### config.mk
export PLATFORM = sky130hd
export DESIGN_NAME = bitmap_slot_allocator_top
export DESIGN_NICKNAME = d
export VERILOG_FILES = /design/src/design/bsa_pkg.sv /design/src/design/bsa_ram.sv /design/src/design/bsa_dp.sv /design/src/design/bsa_ctrl.sv /design/src/design/bitmap_slot_allocator_top.sv
export SDC_FILE = /design/constraint.sdc
export NUM_CORES = 1
export LEC_CHECK = 0
export BUFFER_PORTS_ARGS = -buffer_cell sky130_fd_sc_hd__clkbuf_2
export CORE_MARGIN = 2
export CORE_UTILIZATION = 55
export DETAILED_ROUTE_END_ITERATION = 6
export HOLD_SLACK_MARGIN = 0.1
export PLACE_DENSITY = 0.71
export SKIP_LAST_GASP = 1
export SYNTH_ARGS = -nofsm -noshare
export SYNTH_HDL_FRONTEND = slang
export SYNTH_SLANG_ARGS = --single-unit
### constraint.sdc
create_clock -name clk -period 8.3 [get_ports clk]
set_clock_uncertainty 0.05 [all_clocks]
set_input_delay 0.83 -clock clk [delete_from_list [all_inputs] [get_ports clk]]
set_output_delay 0.83 -clock clk [all_outputs]
set_load 0.1 [all_outputs]
### src/design/bsa_pkg.sv
package bsa_pkg;

  localparam int MAX_SLOTS_DEF = 1024;
  localparam int WORD_W        = 32;
  localparam int FUNC_W        = 2;
  localparam int IDX_W         = 10;
  localparam int STAT_W        = 2;
  localparam int CFG_W         = 11;
  localparam int APB_ADDR_W    = 3;
  localparam int APB_DATA_W    = 32;

  localparam logic [CFG_W-1:0] SLOTS_RESET = 11'd1024;

  localparam logic REG_SLOTS_IN_USE = 1'b0;

  localparam logic [FUNC_W-1:0] FN_ALLOC = 2'd0;
  localparam logic [FUNC_W-1:0] FN_FREE  = 2'd1;
  localparam logic [FUNC_W-1:0] FN_QUERY = 2'd2;

  localparam logic [STAT_W-1:0] ST_OK        = 2'd0;
  localparam logic [STAT_W-1:0] ST_FULL      = 2'd1;
  localparam logic [STAT_W-1:0] ST_NOT_TAKEN = 2'd2;
  localparam logic [STAT_W-1:0] ST_RANGE     = 2'd3;

  typedef enum logic [2:0] {
    S_CLEAR = 3'b001,
    S_IDLE  = 3'b010,
    S_EVAL  = 3'b100
  } state_t;

  typedef struct packed {
    logic accept;
    logic clear_init;
    logic clear_step;
    logic eval;
  } ctl_cmd_t;

  typedef struct packed {
    logic imm_done;
    logic eval_done;
    logic clear_last;
  } dp_stat_t;

endpackage

### src/design/bsa_ram.sv
module bsa_ram #(
  parameter int WIDTH = 32,
  parameter int DEPTH = 32,
  localparam int ADDR_W = (DEPTH > 1) ? $clog2(DEPTH) : 1
) (
  input  logic              clk,
  input  logic              we,
  input  logic [ADDR_W-1:0] waddr,
  input  logic [WIDTH-1:0]  wdata,
  input  logic [ADDR_W-1:0] raddr,
  output logic [WIDTH-1:0]  rdata
);

  logic [WIDTH-1:0] mem [DEPTH];

  always_ff @(posedge clk) begin
    if (we) begin
      mem[waddr] <= wdata;
    end
    rdata <= mem[raddr];
  end

endmodule

### src/design/bsa_dp.sv
module bsa_dp #(
  parameter int MAX_SLOTS = bsa_pkg::MAX_SLOTS_DEF
) (
  input  logic                        clk,
  input  logic                        rst,
  input  bsa_pkg::ctl_cmd_t           cmd,
  output bsa_pkg::dp_stat_t           stat,
  input  logic [bsa_pkg::FUNC_W-1:0]  func,
  input  logic [bsa_pkg::IDX_W-1:0]   slot_index,
  input  logic [bsa_pkg::CFG_W-1:0]   slots_in_use,
  output logic [bsa_pkg::IDX_W-1:0]   result_index,
  output logic [bsa_pkg::STAT_W-1:0]  status
);
  import bsa_pkg::*;

  localparam int WORDS   = (MAX_SLOTS + WORD_W - 1) / WORD_W;
  localparam int WADDR_W = (WORDS > 1) ? $clog2(WORDS) : 1;
  localparam int BIT_W   = $clog2(WORD_W);
  localparam int POS_W   = WADDR_W + BIT_W;
  localparam int LIM_W   = (POS_W + 1 > CFG_W) ? POS_W + 1 : CFG_W;

  logic [LIM_W-1:0]   cfg_wide;
  logic [LIM_W-1:0]   limit;
  logic [LIM_W-1:0]   idx_wide;
  logic [WADDR_W-1:0] idx_word;
  logic               alloc_in;

  logic [FUNC_W-1:0]  func_q;
  logic [IDX_W-1:0]   idx_q;
  logic [WADDR_W-1:0] scan_addr;
  logic [WADDR_W-1:0] clr_cnt;

  logic [LIM_W-1:0]   base;
  logic [LIM_W-1:0]   rem;
  logic               last_word;
  logic [WORD_W-1:0]  mask;
  logic [WORD_W-1:0]  free_bits;
  logic [BIT_W-1:0]   pos;
  logic               found;
  logic [LIM_W-1:0]   pos_wide;
  logic               alloc_q;
  logic               bit_sel;
  logic               eval_wr;
  logic [WORD_W-1:0]  new_word;

  logic               ram_we;
  logic [WADDR_W-1:0] ram_waddr;
  logic [WORD_W-1:0]  ram_wdata;
  logic [WADDR_W-1:0] ram_raddr;
  logic [WORD_W-1:0]  ram_rdata;

  assign cfg_wide = LIM_W'(slots_in_use);
  assign limit    = (cfg_wide > LIM_W'(MAX_SLOTS)) ? LIM_W'(MAX_SLOTS) : cfg_wide;
  assign idx_wide = LIM_W'(slot_index);
  assign idx_word = idx_wide[BIT_W +: WADDR_W];
  assign alloc_in = (func == FN_ALLOC);

  assign stat.imm_done   = alloc_in ? (limit == '0) : (idx_wide >= limit);
  assign stat.clear_last = (clr_cnt == WADDR_W'(WORDS - 1));

  // valid bits of the current word under the slot limit
  assign base      = LIM_W'({scan_addr, {BIT_W{1'b0}}});
  assign rem       = limit - base;
  assign last_word = (rem <= LIM_W'(WORD_W));
  assign mask      = (rem >= LIM_W'(WORD_W)) ? '1
                   : ((WORD_W'(1) << rem[BIT_W-1:0]) - WORD_W'(1));
  assign free_bits = ~ram_rdata & mask;
  assign found     = |free_bits;

  always_comb begin
    pos = '0;
    for (int b = WORD_W - 1; b >= 0; b--) begin
      if (free_bits[b]) begin
        pos = BIT_W'(b);
      end
    end
  end

  assign pos_wide = LIM_W'({scan_addr, pos});
  assign alloc_q  = (func_q == FN_ALLOC);
  assign bit_sel  = ram_rdata[idx_q[BIT_W-1:0]];

  assign stat.eval_done = alloc_q ? (found | last_word) : 1'b1;
  assign eval_wr  = alloc_q ? found : ((func_q == FN_FREE) && bit_sel);
  assign new_word = alloc_q ? (ram_rdata | (WORD_W'(1) << pos))
                  : (ram_rdata & ~(WORD_W'(1) << idx_q[BIT_W-1:0]));

  assign ram_we    = cmd.clear_step | (cmd.eval & eval_wr);
  assign ram_waddr = cmd.clear_step ? clr_cnt : scan_addr;
  assign ram_wdata = cmd.clear_step ? '0 : new_word;
  assign ram_raddr = cmd.accept ? (alloc_in ? '0 : idx_word)
                   : WADDR_W'(scan_addr + 1'b1);

  bsa_ram #(
    .WIDTH (WORD_W),
    .DEPTH (WORDS)
  ) u_map (
    .clk   (clk),
    .we    (ram_we),
    .waddr (ram_waddr),
    .wdata (ram_wdata),
    .raddr (ram_raddr),
    .rdata (ram_rdata)
  );

  always_ff @(posedge clk) begin
    if (rst) begin
      clr_cnt <= '0;
    end else if (cmd.clear_init) begin
      clr_cnt <= '0;
    end else if (cmd.clear_step) begin
      clr_cnt <= WADDR_W'(clr_cnt + 1'b1);
    end
  end

  always_ff @(posedge clk) begin
    if (cmd.accept) begin
      func_q    <= func;
      idx_q     <= slot_index;
      scan_addr <= alloc_in ? '0 : idx_word;
      if (stat.imm_done) begin
        result_index <= alloc_in ? '0 : slot_index;
        status       <= alloc_in ? ST_FULL : ST_RANGE;
      end
    end else if (cmd.eval) begin
      if (!stat.eval_done) begin
        scan_addr <= WADDR_W'(scan_addr + 1'b1);
      end else if (alloc_q) begin
        result_index <= found ? pos_wide[IDX_W-1:0] : '0;
        status       <= found ? ST_OK : ST_FULL;
      end else begin
        result_index <= idx_q;
        status       <= bit_sel ? ST_OK : ST_NOT_TAKEN;
      end
    end
  end

endmodule

### src/design/bsa_ctrl.sv
module bsa_ctrl (
  input  logic              clk,
  input  logic              rst,
  input  logic              start,
  input  logic              cfg_wr,
  input  bsa_pkg::dp_stat_t stat,
  output bsa_pkg::ctl_cmd_t cmd,
  output logic              busy,
  output logic              done
);
  import bsa_pkg::*;

  state_t state;
  state_t state_next;
  logic   done_next;

  always_comb begin
    state_next = state;
    cmd        = '0;
    done_next  = 1'b0;
    unique case (state)
      S_CLEAR: begin
        if (!cfg_wr) begin
          cmd.clear_step = 1'b1;
          if (stat.clear_last) begin
            state_next = S_IDLE;
          end
        end
      end
      S_IDLE: begin
        if (start) begin
          cmd.accept = 1'b1;
          if (stat.imm_done) begin
            done_next = 1'b1;
          end else begin
            state_next = S_EVAL;
          end
        end
      end
      S_EVAL: begin
        cmd.eval = 1'b1;
        if (stat.eval_done) begin
          done_next  = 1'b1;
          state_next = S_IDLE;
        end
      end
      default: begin
        state_next = S_CLEAR;
      end
    endcase
    if (cfg_wr) begin
      cmd.clear_init = 1'b1;
      state_next     = S_CLEAR;
      done_next      = 1'b0;
    end
  end

  always_ff @(posedge clk) begin
    if (rst) begin
      state <= S_CLEAR;
      done  <= 1'b0;
    end else begin
      state <= state_next;
      done  <= done_next;
    end
  end

  assign busy = (state != S_IDLE);

endmodule

### src/design/bitmap_slot_allocator_top.sv
// first-fit slot allocator over an occupancy bitmap held in a word-wide ram
// request channel: func and slot_index are taken at a clock edge with start
// high and busy low; func selects allocate, free or query
// result channel: result_index and status appear for exactly one cycle with
// done high; the receiver cannot stall, so nothing is held back
// free, query: one eval state reads the ram word that holds slot_index
// allocate: 32-bit bitmap words are scanned in order from word 0, stopping at the
// first word with a free bit or at the last word under min(slots_in_use, MAX_SLOTS)
// out-of-range index, or allocate with no managed slot: done without a ram read
// a new request is taken in the same cycle that done is shown
// apb port: register slots_in_use at byte address 0, reset 1024; a write
// starts a clearing pass over the bitmap
// reset and every slots_in_use write clear the bitmap, one ram word per cycle
// while no new write comes, ceil(MAX_SLOTS / 32) words (32 by default), busy high
module bitmap_slot_allocator_top #(
  parameter int MAX_SLOTS = bsa_pkg::MAX_SLOTS_DEF
) (
  input  logic                            clk,
  input  logic                            rst,
  input  logic                            start,
  output logic                            busy,
  input  logic [bsa_pkg::FUNC_W-1:0]      func,
  input  logic [bsa_pkg::IDX_W-1:0]       slot_index,
  output logic                            done,
  output logic [bsa_pkg::IDX_W-1:0]       result_index,
  output logic [bsa_pkg::STAT_W-1:0]      status,
  input  logic                            psel,
  input  logic                            penable,
  input  logic                            pwrite,
  input  logic [bsa_pkg::APB_ADDR_W-1:0]  paddr,
  input  logic [bsa_pkg::APB_DATA_W-1:0]  pwdata,
  output logic [bsa_pkg::APB_DATA_W-1:0]  prdata,
  output logic                            pready
);
  import bsa_pkg::*;

  logic             cfg_wr;
  logic [CFG_W-1:0] slots_in_use;
  ctl_cmd_t         cmd;
  dp_stat_t         stat;

  assign pready = 1'b1;
  assign cfg_wr = psel && penable && pwrite && pready && (paddr[2] == REG_SLOTS_IN_USE);
  assign prdata = (paddr[2] == REG_SLOTS_IN_USE) ? APB_DATA_W'(slots_in_use) : '0;

  always_ff @(posedge clk) begin
    if (rst) begin
      slots_in_use <= SLOTS_RESET;
    end else if (cfg_wr) begin
      slots_in_use <= pwdata[CFG_W-1:0];
    end
  end

  bsa_ctrl u_ctrl (
    .clk    (clk),
    .rst    (rst),
    .start  (start),
    .cfg_wr (cfg_wr),
    .stat   (stat),
    .cmd    (cmd),
    .busy   (busy),
    .done   (done)
  );

  bsa_dp #(
    .MAX_SLOTS (MAX_SLOTS)
  ) u_dp (
    .clk          (clk),
    .rst          (rst),
    .cmd          (cmd),
    .stat         (stat),
    .func         (func),
    .slot_index   (slot_index),
    .slots_in_use (slots_in_use),
    .result_index (result_index),
    .status       (status)
  );

  a_done_source: assert property (@(posedge clk) disable iff (rst)
    done |-> ($past(start) || $past(busy)))
    else $error("result without a request in progress");

  a_done_idle: assert property (@(posedge clk) disable iff (rst)
    done |-> !busy)
    else $error("result shown while busy");

  a_full_index: assert property (@(posedge clk) disable iff (rst)
    (done && status == ST_FULL) |-> (result_index == '0))
    else $error("pool full with nonzero index");

  a_cfg_clear: assert property (@(posedge clk) disable iff (rst)
    cfg_wr |=> busy)
    else $error("no clearing pass after slot count write");

endmodule
# == Word-level counts from Yosys, hierarchy flattened ==
# Memory sizes are Yosys's and may differ from the RTL's. A register that Yosys moved wholly into a read port is not among the register bits.
# Index checks and enable logic that the tools add are counted.
# classes
n_addsub,4
magnitude_cmp,5
n_eq_ne,12
n_shift,3
mux,80
bitwise_logic,9
n_reduce_logical,15
# ops
cell,n
$mux 5,38
$mux 32,3
$shl 1x5->32 const A,3
$mux 10,7
$and 32x32->32,2
$not 32->32,2
$or 32x32->32,1
$reduce_or 32->1,1
$sub 32x1->32 const B,1
$mux 11,2
$mux 1,16
$mux 2,7
$mux 3,4
$ge 10x11->1,1
$ge 11x6->1 const B,1
$gt 11x11->1 const B,1
$le 11x6->1 const B,1
$logic_not 11->1,1
$sub 11x10->11,1
$add 5x1->5 const B,2
$ne 2x2->1 const B,5
$pmux 3 s3,1
$lt 5x6->1 const B,1
$bmux 1 s5,1
other kinds (18),25
# word_totals
register_bits,49
ramBits,1024
inputBits,53
out_inout_bits,47
n_memories,1
# mem_list
memory,words,width,read_ports,rd_clocked_by_memory_dff,write_ports,line_no,text
u_dp.u_map.mem,32,32,1,1,1,bsa_ram.sv:14,logic [WIDTH-1:0] mem [DEPTH];

# == Depth between registers and ports, before layout ==
# logic_depth
depth_word,44
depth_mapped,22

# == By module ==
# From an unflattened synthesis, not the netlist that was laid out.
# hier_totals
hier_cells,2945
hier_area_um2,45965.3
# by_module_without_submodules
mod,instances,cells_each,area_per_inst_um2,seq_area_each_um2
bsa_ram,1,2260,40485.1,31390.1
bsa_dp,1,572,4453.0,970.9
bitmap_slot_allocator_top,1,85,759.5,220.2
bsa_ctrl,1,28,267.8,80.1

# == Worst setup path after synthesis ==
# OpenSTA, ideal clock, no wires.
# synth_path
path_type,reg-to-reg
startpoint,register slots_in_use[10]
endpoint,memory u_dp.u_map.mem[4][0] (enable)
setup_time_ns,0.461
arrival_ns,6.086
setup_slack_ns,1.703
path_stages_with_launch,23
n_path_buf,6
cell_sequence,dfxtp_1 -> buf_2 -> clkinv_1 -> clkbuf_1 -> nand2_1 -> ha_1 -> inv_1 -> fa_1 -> nand3_1 -> a21oi_1 -> o21ai_1 -> nor4_4 -> buf_6 -> buf_6 -> a21oi_1 -> nor2_1 -> nand3b_1 -> or4_1 -> buf_2 -> mux2i_1 -> o31a_2 -> buf_4 -> nor3_1
# synth_between
elab_chain_len,13
elab_cells_between_ends,14
classes_between,add/sub: 2; order compare: 2; shift: 1; mux: 5; bitwise: 3; reduce/logical: 1
# synth_lines
element,line_no,text
start: declaration,bitmap_slot_allocator_top.sv:38,logic [CFG_W-1:0] slots_in_use;
start signal: assignment,bitmap_slot_allocator_top.sv:50,slots_in_use <= pwdata[CFG_W-1:0];
$gt 11x11->1,bsa_dp.sv:53,assign limit = (cfg_wide > LIM_W'(MAX_SLOTS)) ? LIM_W'(MAX_SLOTS) : cfg_wide;
$mux 11 *,bsa_dp.sv:53,
$sub 11x10->11 *,bsa_dp.sv:63,assign rem = limit - base;
$shl 1x5->32,bsa_dp.sv:66,: ((WORD_W'(1) << rem[BIT_W-1:0]) - WORD_W'(1));
$sub 32x1->32,bsa_dp.sv:66,
$mux 32 *,bsa_dp.sv:65,assign mask = (rem >= LIM_W'(WORD_W)) ? '1
$and 32x32->32 *,bsa_dp.sv:67,assign free_bits = ~ram_rdata & mask;
$reduce_or 32->1 *,bsa_dp.sv:68,assign found = |free_bits;
$mux 1 *,bsa_dp.sv:84,assign eval_wr = alloc_q ? found : ((func_q == FN_FREE) && bit_sel);
$and 1x1->1 *,bsa_dp.sv:88,assign ram_we = cmd.clear_step | (cmd.eval & eval_wr);
$or 1x1->1 *,bsa_dp.sv:88,
$mux 1 *,bsa_ram.sv:17,if (we) begin
$mux 1 (implied by the code) *,bsa_ram.sv:18,mem[waddr] <= wdata;
end: declaration,bsa_ram.sv:14,
# Every way passes the cells marked *; elsewhere a longest branch is shown, timed or not.

# == Worst setup path in the final report ==
# layout_path
startpoint,register slots_in_use[10]
endpoint,memory u_dp.u_map.mem[28][20] (enable)
# The elaborated chain is that of the path after synthesis.

==> metrics.md <==
| Metric | Value |
|---|---|
| Starting density of the core | 0.557 |
| Time the worst path needs with I/O delays and setup | 6.70 ns |
| RSZ-0062 raised after global routing | false |
| Part of the Yosys area used for sequential elements | 0.700 |
| Maximum fanout along the worst path | 22 |
| Max clock buf depth | 3 |
| # resized after CTS | 0 |
| Maximum vdd ir drop | 0.000189 V |
| Count of maximum capacitance violations | 0 |
| Post-detail-place hpwl | 71,100 um |
| Post-route setup slack | 1.60 ns |
| Via count normalized by instance count | 6.31 |
| Post-synthesis instance area | 0.0467 mm2 |
| Count of yosys warnings during synthesis | 0 |
| Routed vias | 32,000 |
| Synth Register Bits | 1,105 |
| Layout area overhead | 11.3% |
| Area of the placeable core | 0.0838 mm2 |
| # clock sinks | 1,105 |
| Global-route total usage across every layer | 0.288 |
| Max Transition Viols Final | 0 |
| Share of post-route cells with drive strength above 1 | 0.108 |
| Number of enable-type register cells in the synthesized netlist | 1,053 |
| Reg-to-reg endpoint | u_dp.u_map.mem[28][20]$_DFFE_PP_ |
| Distinct cells, synth | 85 |
| Clock input transition at the sequential cells of the worst setup and hold paths | 0.06 ns |
| Setup crit end kind | register |
| Post-route setup TNS | 0 ns |
| CTS Hold Buffers Added | 0 |
| Horiz. Die Dim | 295 um |
| Worst setup SP type | register |
| Top-level port count | 100 |
| Post-route clock period utilization | 0.807 |
| Drt wl/cell | 24.9 um |
| Net count reported at finish | 3,916 |
| Setup slack at placement | 1.71 ns |
| Critical Path RT | 8.59 ns |
| Total area of multi-input combinational cells | 0.0131 mm2 |
| Clk_lat worst skew | 0.68 ns |
| Post-detailed-routing wire length | 126,000 um |
| Via count of the first global-routing pass | 30,200 |
| Number of buffers added by the clock tree synthesis step | 107 |
| Final hold violation count | 0 |
| Count of antenna diodes in the layout | 0 |
| Startpoint of the worst-slack reg-to-reg timing path | slots_in_use[10]$_SDFFE_PP1P_ |
| Number of port buffers | 54 |
| Cell at the root of the clock tree | sky130_fd_sc_hd__clkbuf_16 |
| Standard-cell row count | 106 |
| Static Leakage | 18.5 nW |
| Floorplan die height | 295 um |
| Antenna violations before repair | 1 |
| CP endpoint | u_dp.u_map.mem[28][20]$_DFFE_PP_ |
| Finish-stage setup viols | 0 |
| Setup Crit Path Kind | reg2reg |
| Post-detailed-route DRC marker count | 0 |
| Number of instances in the synthesized netlist | 3,826 |
| Transition time at the pin with the least slew margin | 1.31 ns |
| DRC violation total after the first TritonRoute iteration | 4,092 |
| Maximum level of the CTS H-tree | 3 |
| Number of fill cells in the layout | 6,261 |
| Timing-limited maximum frequency | 0.149 GHz |
| Die Area | 0.0872 mm2 |
| Number of optimization iterations in the first detailed-route pass | 6 |
| Power per unit of standard cell area | 212 mW/mm2 |
| Start point of the critical path | slots_in_use[10]$_SDFFE_PP1P_ |
| Largest net degree at the start of global routing | 155 |
| Overflow left after global routing | 0 |
| Worst reg-to-reg setup slack | 1.60 ns |
| Last weighted congestion value of the routability-driven placer | 0.969 |
| Number of buffers added for setup after CTS | 0 |
| CTS tree | done |
| Fraction of registers with async set or reset after synthesis | 0 |
| Worst-case headroom to the max-slew limit | 0.123 |
| Mean cell area of the mapped netlist | 12.2 um2 |
| Run status | finished, final reports clean |
| Register Area | 0.0327 mm2 |
| Predominant post-synthesis flop cell | sky130_fd_sc_hd__edfxtp_1 |
| First-pass GRT wire length | 187,000 um |
| Worst min path class | in2reg |
| Final ANT Viol Nets | 0 |
| Worst Reg2Reg Path Length in Cells | 18 |
| Signal arrival time at the worst endpoint | 6.99 ns |
-- how the worst min path moves through the flow --
stage / end / startpoint / cells past startpoint / slack (ns)
6_report: u_dp.func_q[1]$_DFFE_PP_ / func[1] / 1 / 0.33
5_1_grt: u_dp.func_q[1]$_DFFE_PP_ / func[1] / 1 / 0.32
3_3_place_gp: slots_in_use[8]$_SDFFE_PP0P_ / slots_in_use[8]$_SDFFE_PP0P_ / 2 / 0.43
3_5_place_dp: slots_in_use[9]$_SDFFE_PP0P_ / slots_in_use[9]$_SDFFE_PP0P_ / 2 / 0.45
2_1_floorplan: slots_in_use[9]$_SDFFE_PP0P_ / slots_in_use[9]$_SDFFE_PP0P_ / 2 / 0.40
4_1_cts: u_dp.func_q[1]$_DFFE_PP_ / func[1] / 1 / 0.30
-- cell type report --
cell class | count | share of cell area
Timing Repair Buffer | 177 | 0.0251
Multi-Input combinational cell | 2414 | 0.251
Sequential cell | 1105 | 0.628
Clock inverter | 50 | 0.00852
Clock buffer | 145 | 0.0562
Inverter | 38 | 0.00313
Tap cell | 1134 | 0.0273
-- power breakdown --
| part | switching [W] | internal, W | total, W |
|---|---|---|---|
| combinational | 0.000196 | 0.0000443 | 0.000240 |
| sequential | 0.0000196 | 0.00612 | 0.00614 |
| clock | 0.00203 | 0.00262 | 0.00466 |
| total | 0.00225 | 0.00879 | 0.0110 |
-- state kept, by name, summed over array words and instances, names as in the netlist --
| register | cells |
|---|---|
| u_dp.u_map.mem | 1024 |
| u_dp.u_map.rdata | 32 |
| slots_in_use | 11 |
| u_dp.idx_q | 10 |
| u_dp.result_index | 10 |
| u_dp.clr_cnt | 5 |
| u_dp.scan_addr | 5 |
| u_ctrl.state | 3 |
| u_dp.func_q | 2 |
| u_dp.status | 2 |
| u_ctrl.done | 1 |
-- cells by family (layout without fill, tap and decap cells) --
family,Yosys count,count (layout),synth area share
simple gates,1837,1837,0.173
other cells,2,22,0.000161
compound gates,506,506,0.0840
flops,1105,1105,0.700
mux,17,17,0.00635
xor+xnor,12,12,0.00225
fa+ha+maj,20,20,0.00552
buf+inv,327,410,0.0289
-- metrics by stage --
step	instances	hold WS, ns	total power, W	utilization	area, um2
final	5063	0.329	0.0110	0.620	52000
after detailed placement	4868	0.449	0.00650	0.580	48600
after CTS	5063	0.301	0.0111	0.620	52000
after floorplan	3846	0.402	0.00641	-	46800
after global placement	4868	0.435	0.00649	0.580	48600
after global routing	5063	0.322	0.0113	0.620	52000
-- synth_stat cells, drive strengths merged (16+ instances only) --
cell type | instances | area, um2
a21o | 17 | 128
a21oi | 75 | 375
a311o | 33 | 330
a311oi | 192 | 1680
and3 | 106 | 663
buf | 59 | 343
clkbuf | 230 | 863
dfxtp | 52 | 1040
edfxtp | 1053 | 31600
ha | 19 | 238
inv | 36 | 135
nand2 | 1112 | 4170
nand2b | 16 | 100
nand3 | 405 | 2030
nor2 | 53 | 199
nor2b | 17 | 106
nor3 | 54 | 270
o21ai | 51 | 255
o31ai | 47 | 358
-- cells in the final DEF, fill, tap and decap left out, types with 13 or more instances in the layout --
cell	Yosys	layout
sky130_fd_sc_hd__nand2_1	1112	1112
sky130_fd_sc_hd__edfxtp_1	1053	1053
sky130_fd_sc_hd__nand3_1	405	405
sky130_fd_sc_hd__a311oi_1	192	192
sky130_fd_sc_hd__buf_4	25	114
sky130_fd_sc_hd__clkbuf_16	0	107
sky130_fd_sc_hd__and3_1	106	106
sky130_fd_sc_hd__a21oi_1	75	73
sky130_fd_sc_hd__clkbuf_2	0	54
sky130_fd_sc_hd__nor2_1	53	52
sky130_fd_sc_hd__dfxtp_1	52	52
sky130_fd_sc_hd__o31ai_1	46	40
sky130_fd_sc_hd__o21ai_0	42	35
sky130_fd_sc_hd__a311o_1	33	33
sky130_fd_sc_hd__nor3_2	0	33
sky130_fd_sc_hd__inv_1	34	32
sky130_fd_sc_hd__clkbuf_1	230	28
sky130_fd_sc_hd__clkinv_2	0	23
sky130_fd_sc_hd__conb_1	2	22
sky130_fd_sc_hd__nor3_1	54	21
sky130_fd_sc_hd__ha_1	19	19
sky130_fd_sc_hd__nor2b_1	17	17
sky130_fd_sc_hd__nand2b_1	16	16
sky130_fd_sc_hd__a21o_1	17	16
sky130_fd_sc_hd__nor4_1	14	14
sky130_fd_sc_hd__clkinv_1	2	13
sky130_fd_sc_hd__o21ai_1	9	13
-- routing by layer --
metal  up-vias  track usage  wire [um]
met5         -            0         20
met4         4       0.0992       3890
li1      14200            -          -
met2      1775        0.447      57800
met3       243       0.0446      12900
met1     15700        0.417      51300
-- worst max-delay path, cell delays in order, from the launching register on --
cell	delay, ns
sky130_fd_sc_hd__dfxtp_1	0.33
sky130_fd_sc_hd__clkinv_1	0.30
sky130_fd_sc_hd__nand2_1	0.22
sky130_fd_sc_hd__ha_1	0.20
sky130_fd_sc_hd__inv_1	0.06
sky130_fd_sc_hd__fa_1	0.43
sky130_fd_sc_hd__xor2_1	0.16
sky130_fd_sc_hd__nor2_1	0.08
sky130_fd_sc_hd__o21ai_1	0.24
sky130_fd_sc_hd__nor4_4	0.81
sky130_fd_sc_hd__a21oi_1	0.19
sky130_fd_sc_hd__or4_1	0.61
sky130_fd_sc_hd__nand3b_1	0.32
sky130_fd_sc_hd__or4_1	0.81
sky130_fd_sc_hd__mux2i_1	0.22
sky130_fd_sc_hd__o31a_2	0.50
sky130_fd_sc_hd__buf_4	0.37
sky130_fd_sc_hd__nor3_2	0.09
sky130_fd_sc_hd__buf_4	0.31
Power figures use the tool's default switching activity.
